### src/rtl/core/tobp_pkg.sv
// Shared constants, codes and types for the tree object byte parser.
`timescale 1ns / 1ps
`default_nettype none

package tobp_pkg;

    // Format limits of a tree object.
    localparam int MAX_ENTRIES = 1024;
    localparam int HASH_BYTES  = 32;
    localparam int NAME_LIMIT  = 256;
    localparam int MODE_LIMIT  = 16;

    // Counter widths that follow from the limits.
    localparam int MODE_CNT_W  = $clog2(MODE_LIMIT + 1);
    localparam int NAME_CNT_W  = $clog2(NAME_LIMIT);
    localparam int HASH_CNT_W  = $clog2(HASH_BYTES + 1);
    localparam int ENTRY_CNT_W = $clog2(MAX_ENTRIES + 1);

    // Fixed widths of the stream fields.
    localparam int IN_DATA_W   = 8;
    localparam int KIND_W      = 3;
    localparam int ENTRY_NUM_W = 10;
    localparam int OFFSET_W    = 8;
    localparam int PAYLOAD_W   = 8;
    localparam int MODE_W      = 32;
    localparam int TOTAL_W     = 11;
    localparam int OUT_FIELD_W = ENTRY_NUM_W + OFFSET_W + PAYLOAD_W + MODE_W + TOTAL_W;
    localparam int OUT_DATA_W  = ((OUT_FIELD_W + 7) / 8) * 8;
    localparam int OUT_PAD_W   = OUT_DATA_W - OUT_FIELD_W;

    // Result queue geometry.
    localparam int QUEUE_DEPTH = 4;
    localparam int QUEUE_PTR_W = $clog2(QUEUE_DEPTH);
    localparam int QUEUE_CNT_W = $clog2(QUEUE_DEPTH + 1);

    // Byte values of the object syntax.
    localparam logic [7:0] BYTE_SPACE = 8'h20;
    localparam logic [7:0] BYTE_NUL   = 8'h00;
    localparam logic [7:0] BYTE_ZERO  = 8'h30;
    localparam logic [7:0] BYTE_SEVEN = 8'h37;

    // Result kinds.
    localparam logic [KIND_W-1:0] KIND_NAME_BYTE = 3'd0;
    localparam logic [KIND_W-1:0] KIND_NAME_END  = 3'd1;
    localparam logic [KIND_W-1:0] KIND_HASH_BYTE = 3'd2;
    localparam logic [KIND_W-1:0] KIND_PARSE_OK  = 3'd3;
    localparam logic [KIND_W-1:0] KIND_PARSE_ERR = 3'd4;

    // Field being parsed.
    localparam logic [1:0] PH_MODE = 2'd0;
    localparam logic [1:0] PH_NAME = 2'd1;
    localparam logic [1:0] PH_HASH = 2'd2;

    // Run state of the current object.
    localparam logic [1:0] HK_RUN  = 2'd0;
    localparam logic [1:0] HK_DONE = 2'd1;
    localparam logic [1:0] HK_ERR  = 2'd2;

    // One result as held in the queue.
    typedef struct packed {
        logic [KIND_W-1:0]      kind;
        logic [ENTRY_NUM_W-1:0] entry_number;
        logic [OFFSET_W-1:0]    byte_offset;
        logic [PAYLOAD_W-1:0]   payload;
        logic [MODE_W-1:0]      mode_value;
        logic [TOTAL_W-1:0]     entries_total;
        logic                   run_end;
    } t_result;

endpackage

`default_nettype wire

### src/rtl/core/tree_object_byte_parser_top.sv
// Top level of the tree object byte parser: entry field tracking and result queue.
`timescale 1ns / 1ps
`default_nettype none

// A result is written into the result queue when its byte is accepted and is offered on the master side from there.
// Throughput: one byte per cycle while the slave side is ready; the final byte of an object gives
// up to two results, the status behind any data result, through a four-entry result queue.
// The slave side is ready while the queue holds at most two results.
// Reset (synchronous, active low) clears the parse state and empties the queue.
module tree_object_byte_parser_top (
    input  wire                                i_clk,
    input  wire                                i_rst_n,
    input  wire                                i_s_axis_tvalid,
    output logic                               o_s_axis_tready,
    // [7:0] in_byte
    input  wire  [tobp_pkg::IN_DATA_W-1:0]     i_s_axis_tdata,
    input  wire                                i_s_axis_tlast,
    output logic                               o_m_axis_tvalid,
    input  wire                                i_m_axis_tready,
    // [9:0] entry_number, [17:10] byte_offset, [25:18] payload,
    // [57:26] mode_value, [68:58] entries_total, [71:69] zero
    output logic [tobp_pkg::OUT_DATA_W-1:0]    o_m_axis_tdata,
    // [2:0] kind
    output logic [tobp_pkg::KIND_W-1:0]        o_m_axis_tuser,
    output logic                               o_m_axis_tlast
);

    // Parse state.
    logic [1:0]                         r_phase,     n_phase;
    logic [31:0]                        r_mode_acc,  n_mode_acc;
    logic [tobp_pkg::MODE_CNT_W-1:0]    r_mode_cnt,  n_mode_cnt;
    logic                               r_mode_stop, n_mode_stop;
    logic [tobp_pkg::NAME_CNT_W-1:0]    r_name_cnt,  n_name_cnt;
    logic [tobp_pkg::HASH_CNT_W-1:0]    r_hash_cnt,  n_hash_cnt;
    logic [tobp_pkg::ENTRY_CNT_W-1:0]   r_entry_cnt, n_entry_cnt;
    logic [1:0]                         r_halt,      n_halt;

    // Result queue.
    tobp_pkg::t_result                  r_queue [tobp_pkg::QUEUE_DEPTH];
    logic [tobp_pkg::QUEUE_PTR_W-1:0]   r_wr_ptr, n_wr_ptr;
    logic [tobp_pkg::QUEUE_PTR_W-1:0]   r_rd_ptr, n_rd_ptr;
    logic [tobp_pkg::QUEUE_CNT_W-1:0]   r_count,  n_count;

    logic                               in_accept;
    logic                               out_accept;
    logic [7:0]                         in_byte;
    logic                               data_vld;
    logic                               stat_vld;
    tobp_pkg::t_result                  data_res;
    tobp_pkg::t_result                  stat_res;
    logic                               parse_ok;
    logic [tobp_pkg::QUEUE_PTR_W-1:0]   stat_slot;
    tobp_pkg::t_result                  head;

    assign in_byte    = i_s_axis_tdata;
    assign in_accept  = i_s_axis_tvalid && o_s_axis_tready;
    assign out_accept = o_m_axis_tvalid && i_m_axis_tready;

    // Room for the two results that a final byte can cause.
    assign o_s_axis_tready = (r_count <= tobp_pkg::QUEUE_CNT_W'(tobp_pkg::QUEUE_DEPTH - 2));

    // Per-byte parse step: next state and up to two results.
    always_comb begin
        n_phase     = r_phase;
        n_mode_acc  = r_mode_acc;
        n_mode_cnt  = r_mode_cnt;
        n_mode_stop = r_mode_stop;
        n_name_cnt  = r_name_cnt;
        n_hash_cnt  = r_hash_cnt;
        n_entry_cnt = r_entry_cnt;
        n_halt      = r_halt;
        data_vld    = 1'b0;
        stat_vld    = 1'b0;
        parse_ok    = 1'b0;
        data_res    = '0;
        stat_res    = '0;
        data_res.entry_number = tobp_pkg::ENTRY_NUM_W'(r_entry_cnt);

        if (in_accept) begin
            if (r_halt == tobp_pkg::HK_RUN) begin
                unique case (r_phase)
                    tobp_pkg::PH_MODE: begin
                        if (in_byte == tobp_pkg::BYTE_SPACE) begin
                            n_phase    = tobp_pkg::PH_NAME;
                            n_name_cnt = '0;
                        end else begin
                            n_mode_cnt = r_mode_cnt + 1'b1;
                            if ((int'(r_mode_cnt) + 1) >= tobp_pkg::MODE_LIMIT) begin
                                n_halt = tobp_pkg::HK_ERR;
                            end else if (!r_mode_stop && in_byte >= tobp_pkg::BYTE_ZERO &&
                                         in_byte <= tobp_pkg::BYTE_SEVEN) begin
                                n_mode_acc = {r_mode_acc[28:0], in_byte[2:0]};
                            end else begin
                                n_mode_stop = 1'b1;
                            end
                        end
                    end
                    tobp_pkg::PH_NAME: begin
                        if (in_byte == tobp_pkg::BYTE_NUL) begin
                            data_vld            = 1'b1;
                            data_res.kind       = tobp_pkg::KIND_NAME_END;
                            data_res.mode_value = r_mode_acc;
                            n_phase             = tobp_pkg::PH_HASH;
                            n_hash_cnt          = '0;
                        end else if ((int'(r_name_cnt) + 1) >= tobp_pkg::NAME_LIMIT) begin
                            n_halt = tobp_pkg::HK_ERR;
                        end else begin
                            data_vld             = 1'b1;
                            data_res.kind        = tobp_pkg::KIND_NAME_BYTE;
                            data_res.byte_offset = tobp_pkg::OFFSET_W'(r_name_cnt);
                            data_res.payload     = in_byte;
                            n_name_cnt           = r_name_cnt + 1'b1;
                        end
                    end
                    tobp_pkg::PH_HASH: begin
                        data_vld             = 1'b1;
                        data_res.kind        = tobp_pkg::KIND_HASH_BYTE;
                        data_res.byte_offset = tobp_pkg::OFFSET_W'(r_hash_cnt);
                        data_res.payload     = in_byte;
                        if ((int'(r_hash_cnt) + 1) >= tobp_pkg::HASH_BYTES) begin
                            // Entry complete: back to the mode field of the next one.
                            n_entry_cnt = r_entry_cnt + 1'b1;
                            n_phase     = tobp_pkg::PH_MODE;
                            n_mode_acc  = '0;
                            n_mode_cnt  = '0;
                            n_mode_stop = 1'b0;
                            n_name_cnt  = '0;
                            n_hash_cnt  = '0;
                            if ((int'(r_entry_cnt) + 1) >= tobp_pkg::MAX_ENTRIES) begin
                                n_halt = tobp_pkg::HK_DONE;
                            end
                        end else begin
                            n_hash_cnt = r_hash_cnt + 1'b1;
                        end
                    end
                    default: begin
                        n_phase = r_phase;
                    end
                endcase
            end

            // The final byte reports status and returns the parse state to its reset values.
            if (i_s_axis_tlast) begin
                parse_ok = (n_halt == tobp_pkg::HK_DONE) ||
                           (n_halt == tobp_pkg::HK_RUN && n_phase == tobp_pkg::PH_MODE &&
                            n_mode_cnt == '0);
                stat_vld               = 1'b1;
                stat_res.kind          = parse_ok ? tobp_pkg::KIND_PARSE_OK
                                                  : tobp_pkg::KIND_PARSE_ERR;
                stat_res.entry_number  = tobp_pkg::ENTRY_NUM_W'(n_entry_cnt);
                stat_res.entries_total = tobp_pkg::TOTAL_W'(n_entry_cnt);
                stat_res.run_end       = 1'b1;
                n_phase     = tobp_pkg::PH_MODE;
                n_mode_acc  = '0;
                n_mode_cnt  = '0;
                n_mode_stop = 1'b0;
                n_name_cnt  = '0;
                n_hash_cnt  = '0;
                n_entry_cnt = '0;
                n_halt      = tobp_pkg::HK_RUN;
            end
        end
        data_res.run_end = !stat_vld;
    end

    // Queue pointers: the status result goes in behind the data result.
    assign stat_slot = r_wr_ptr + tobp_pkg::QUEUE_PTR_W'(data_vld);

    always_comb begin
        n_wr_ptr = r_wr_ptr + tobp_pkg::QUEUE_PTR_W'(data_vld) +
                   tobp_pkg::QUEUE_PTR_W'(stat_vld);
        n_rd_ptr = r_rd_ptr + tobp_pkg::QUEUE_PTR_W'(out_accept);
        n_count  = r_count + tobp_pkg::QUEUE_CNT_W'(data_vld) +
                   tobp_pkg::QUEUE_CNT_W'(stat_vld) - tobp_pkg::QUEUE_CNT_W'(out_accept);
    end

    // Control state.
    always_ff @(posedge i_clk) begin
        if (!i_rst_n) begin
            r_phase     <= tobp_pkg::PH_MODE;
            r_mode_acc  <= '0;
            r_mode_cnt  <= '0;
            r_mode_stop <= 1'b0;
            r_name_cnt  <= '0;
            r_hash_cnt  <= '0;
            r_entry_cnt <= '0;
            r_halt      <= tobp_pkg::HK_RUN;
            r_wr_ptr    <= '0;
            r_rd_ptr    <= '0;
            r_count     <= '0;
        end else begin
            r_phase     <= n_phase;
            r_mode_acc  <= n_mode_acc;
            r_mode_cnt  <= n_mode_cnt;
            r_mode_stop <= n_mode_stop;
            r_name_cnt  <= n_name_cnt;
            r_hash_cnt  <= n_hash_cnt;
            r_entry_cnt <= n_entry_cnt;
            r_halt      <= n_halt;
            r_wr_ptr    <= n_wr_ptr;
            r_rd_ptr    <= n_rd_ptr;
            r_count     <= n_count;
        end
    end

    // Queue storage: each slot takes the data or the status result.
    always_ff @(posedge i_clk) begin
        for (int i = 0; i < tobp_pkg::QUEUE_DEPTH; i++) begin
            if (data_vld && r_wr_ptr == tobp_pkg::QUEUE_PTR_W'(i)) begin
                r_queue[i] <= data_res;
            end else if (stat_vld && stat_slot == tobp_pkg::QUEUE_PTR_W'(i)) begin
                r_queue[i] <= stat_res;
            end
        end
    end

    // Master side shows the queue head.
    assign head            = r_queue[r_rd_ptr];
    assign o_m_axis_tvalid = (r_count != '0);
    assign o_m_axis_tuser  = head.kind;
    assign o_m_axis_tlast  = head.run_end;
    assign o_m_axis_tdata  = {{tobp_pkg::OUT_PAD_W{1'b0}}, head.entries_total,
                              head.mode_value, head.payload, head.byte_offset,
                              head.entry_number};

endmodule

`default_nettype wire

### config.mk
export PLATFORM = sky130hd
export DESIGN_NAME = tree_object_byte_parser_top
export DESIGN_NICKNAME = d
export VERILOG_FILES = /design/src/rtl/core/tobp_pkg.sv /design/src/rtl/core/tree_object_byte_parser_top.sv
export SDC_FILE = /design/constraint.sdc
export NUM_CORES = 1
export LEC_CHECK = 0
export ABC_CLOCK_PERIOD_IN_PS = 8600
export BUFFER_PORTS_ARGS = -buffer_cell sky130_fd_sc_hd__buf_2
export CAP_MARGIN = 15
export CORE_MARGIN = 2
export CORE_UTILIZATION = 35
export CTS_BUF_LIST = sky130_fd_sc_hd__clkbuf_4 sky130_fd_sc_hd__clkbuf_8
export DETAILED_ROUTE_END_ITERATION = 8
export HOLD_SLACK_MARGIN = 0.02
export PLACE_DENSITY = 0.56
export SYNTH_ARGS = -nofsm -noshare
export SYNTH_HDL_FRONTEND = slang
export SYNTH_SLANG_ARGS = --single-unit
export TNS_END_PERCENT = 10
### constraint.sdc
create_clock -name i_clk -period 8.6 [get_ports i_clk]
set_input_delay 0 -clock i_clk [delete_from_list [all_inputs] [get_ports i_clk]]
set_output_delay 0 -clock i_clk [all_outputs]
set_load 0.01 [all_outputs]
==> impl_metrics.py <==
metrics = {
    "run_status": {
        "status": "finished clean",
    },
    "run": {
        "max_cap_viol_count": 0,
    },
    "critical_path": {
        "crit_required_ns": 8.84,
        "crit_path_top_delay_cell": "nand2_2",
        "crit_top_cell": "buf_4",
        "crit_chain": "nor3b_1 -> o21a_1 -> nand2_2 -> inv_1 -> nand2_1 -> o21ai_0 -> nor2_1 -> a21oi_4 -> buf_4 -> buf_4",
        "end_kind": "register",
        "crit_type": "register to register",
        "path_max_fanout": 44,
        "cpPeakStageDelay_ns": 0.67,
        "worstPathArrival_ns": 5.06,
        "reg2reg_slack_ns": 3.78,
        "startpoint_type": "register",
    },
    "die": {
        "core-area_um2": 46300,
        "die_area_um2": 48400,
        "fp.dieW_um": 220,
        "boundaryPins": 91,
        "start_util": 0.353,
        "placementRows": 79,
        "die_height_um": 220,
    },
    "sta": {
        "skew_ns": 0.0526,
        "setup_viol_count_final": 0,
        "fmax_mhz": 208,
        "worstMarginPinSlew_ns": 1.19,
        "fin_crit_ns": 4.82,
        "fin_crit_sh": 0.560,
        "final-hold-violation-count": 0,
        "drv_slew": 0,
        "rsz0062_at_grt": "false",
        "slew_headroom": 0.196,
        "tns_ns": 0,
    },
    "drt": {
        "route.detailed.drc": 0,
        "postRouteAntennaNets": 0,
        "wl_per_cell_um": 20.1,
        "drt_iter0_markers": 874,
        "detail_route.vias_per_cell": 5.26,
        "top_layer": "met4",
        "vias": 11100,
        "wl_met2_um": 20700,
        "wl_met3_um": 2170,
        "drt_pass1_iterations": 5,
        "m1WireLength_um": 18500,
        "totalWireLength_um": 42200,
    },
    "yosys": {
        "avgSynthCellArea_um2": 12.0,
        "synth_seq_cells": 366,
        "synth_cells": 1362,
        "synth_area_um2": 16300,
        "ys.flop_type": "edfxtp_1",
        "synth_edf_count": 244,
        "ys_warn_count": 0,
        "yosysSeqAreaShare": 0.598,
        "synth_cell_types": 70,
        "async_reset_ff_frac": 0,
    },
    "power_and_ir_drop": {
        "p_leak_uw": 0.00674,
        "power.density_nw_per_um2": 246,
        "peakVddDrop_v": 0.000130,
    },
    "cells_and_area": {
        "fin_cells": 2099,
        "antenna_cells": 0,
        "mostFrequentLayoutCells": "edfxtp_1 (244), nor2_1 (177), nand2_1 (154), dfxtp_1 (120), buf_2 (87)",
        "nets": 1469,
        "area_growth_pct": 14.7,
        "final_common_cell": "edfxtp_1",
        "stdcell_area_um2": 18700,
        "drive_above_1_share": 0.222,
    },
    "hold_path": {
        "hold_class": "input pin to register",
    },
    "global_route": {
        "overflow": 0,
        "antenna_found_initial": 0,
        "grt_first_pass_wirelength_um": 65700,
        "grt_pass1_vias": 11500,
        "groute.usage.overall": 0.177,
        "grt_max_degree": 76,
    },
    "clock_network": {
        "cts_max_level": 2,
        "clk_latency_ns": 0.65,
        "clk_root_buffer_cell": "clkbuf_8",
        "clk_path_buf_depth": 3,
        "cts_tree": "built",
        "cts.sinks": 366,
        "cts_buffers": 61,
        "cts.reportedPaths.clkPinSlew_ns": 0.07,
        "post_cts_buffers": 0,
        "ctsResizeCount": 0,
        "ctsHoldBuffers": 11,
    },
    "placement": {
        "dpl.hpwl_um": 24800,
        "gp_congestion": 0.839,
        "dp.cells": 1973,
        "placed_cell_area_um2": 17300,
        "io_buffers": 87,
    },
}
-- Yosys cell counts, drive strengths merged, types with 20 or more instances --
library cell | instances | area, µm²
o21ai | 105 | 526
a21o | 44 | 330
nor2 | 180 | 683
inv | 20 | 75.1
edfxtp | 244 | 7330
buf | 39 | 200
nand3 | 52 | 260
nand2 | 156 | 591
clkbuf | 64 | 240
nor3 | 56 | 290
dfxtp | 122 | 2440
mux4 | 73 | 1640
-- stage by stage --
step / power (µW) / worst slack, ns / util / hold slack [ns]
2_1_floorplan: 2680 / 1.18 / - / 0.125
3_3_place_gp: 3030 / 3.88 / 0.374 / 0.275
3_5_place_dp: 3040 / 3.81 / 0.374 / 0.286
4_1_cts: 4670 / 3.75 / 0.404 / 0.0511
5_1_grt: 4820 / 3.40 / 0.405 / 0.0710
6_report: 4600 / 3.78 / 0.405 / 0.0826
-- kinds of logic after synthesis --
logic type / count (synthesis) / synth area share
buf+inv: 123 / 0.0316
other cells: 1 / 0.000230
xor+xnor: 22 / 0.0118
compound gates: 233 / 0.0937
fa+ha+maj: 15 / 0.0124
simple gates: 519 / 0.145
flops: 366 / 0.598
mux: 83 / 0.107
-- report_power, final --
part,internal (µW),switching (µW)
logic,394,535
clock network,918,701
registers,1970,77.2
total,3290,1310
-- layer usage --
layer / global-route usage / vias to the layer above
li1: - / 5191
met1: 0.230 / 5530
met2: 0.302 / 266
met3: 0.0335 / 64
met4: 0.0517 / 0
met5: 0 / -
-- state kept, by name, indices dropped and copies added, names as in the netlist --
register,flops
r_phase,2
r_mode_acc,32
r_hash_cnt,6
r_wr_ptr,2
r_entry_cnt,11
r_halt,2
r_mode_stop,1
r_mode_cnt,5
r_rd_ptr,2
r_name_cnt,8
r_queue,292
r_count,3
-- area by class of cell --
cell class,count,area [µm²]
fill,4427,27500
sequential,366,9780
multi-input combinational,875,6120
clock buffer,94,1120
tap,607,759
timing repair buffer,117,708
clock inverter,20,173
inverter,20,75.1
-- worst max-delay path, delay by kind of cell (launching register included) --
| kind | cells | cell delay (ns) |
|---|---|---|
| AO/OA/AOI/OAI | 3 | 0.97 |
| buffers and inverters | 3 | 1.75 |
| flip-flops | 1 | 0.34 |
| AND/OR/NAND/NOR | 4 | 1.30 |
-- worst paths after layout --
kind / startpoint / depth (start not counted) / endpoint
max reg2reg: r_count[0]$_SDFF_PN0_ / 10 / r_queue[1][20]$_SDFFCE_PP0P_
min: i_rst_n / 3 / r_phase[1]$_SDFFE_PN0P_
max: r_count[0]$_SDFF_PN0_ / 10 / r_queue[1][20]$_SDFFCE_PP0P_
min reg2reg: r_queue[2][36]$_SDFFE_PP0P_ / 2 / r_queue[2][36]$_SDFFE_PP0P_
Note: power is estimated with default switching activity, not from simulation.
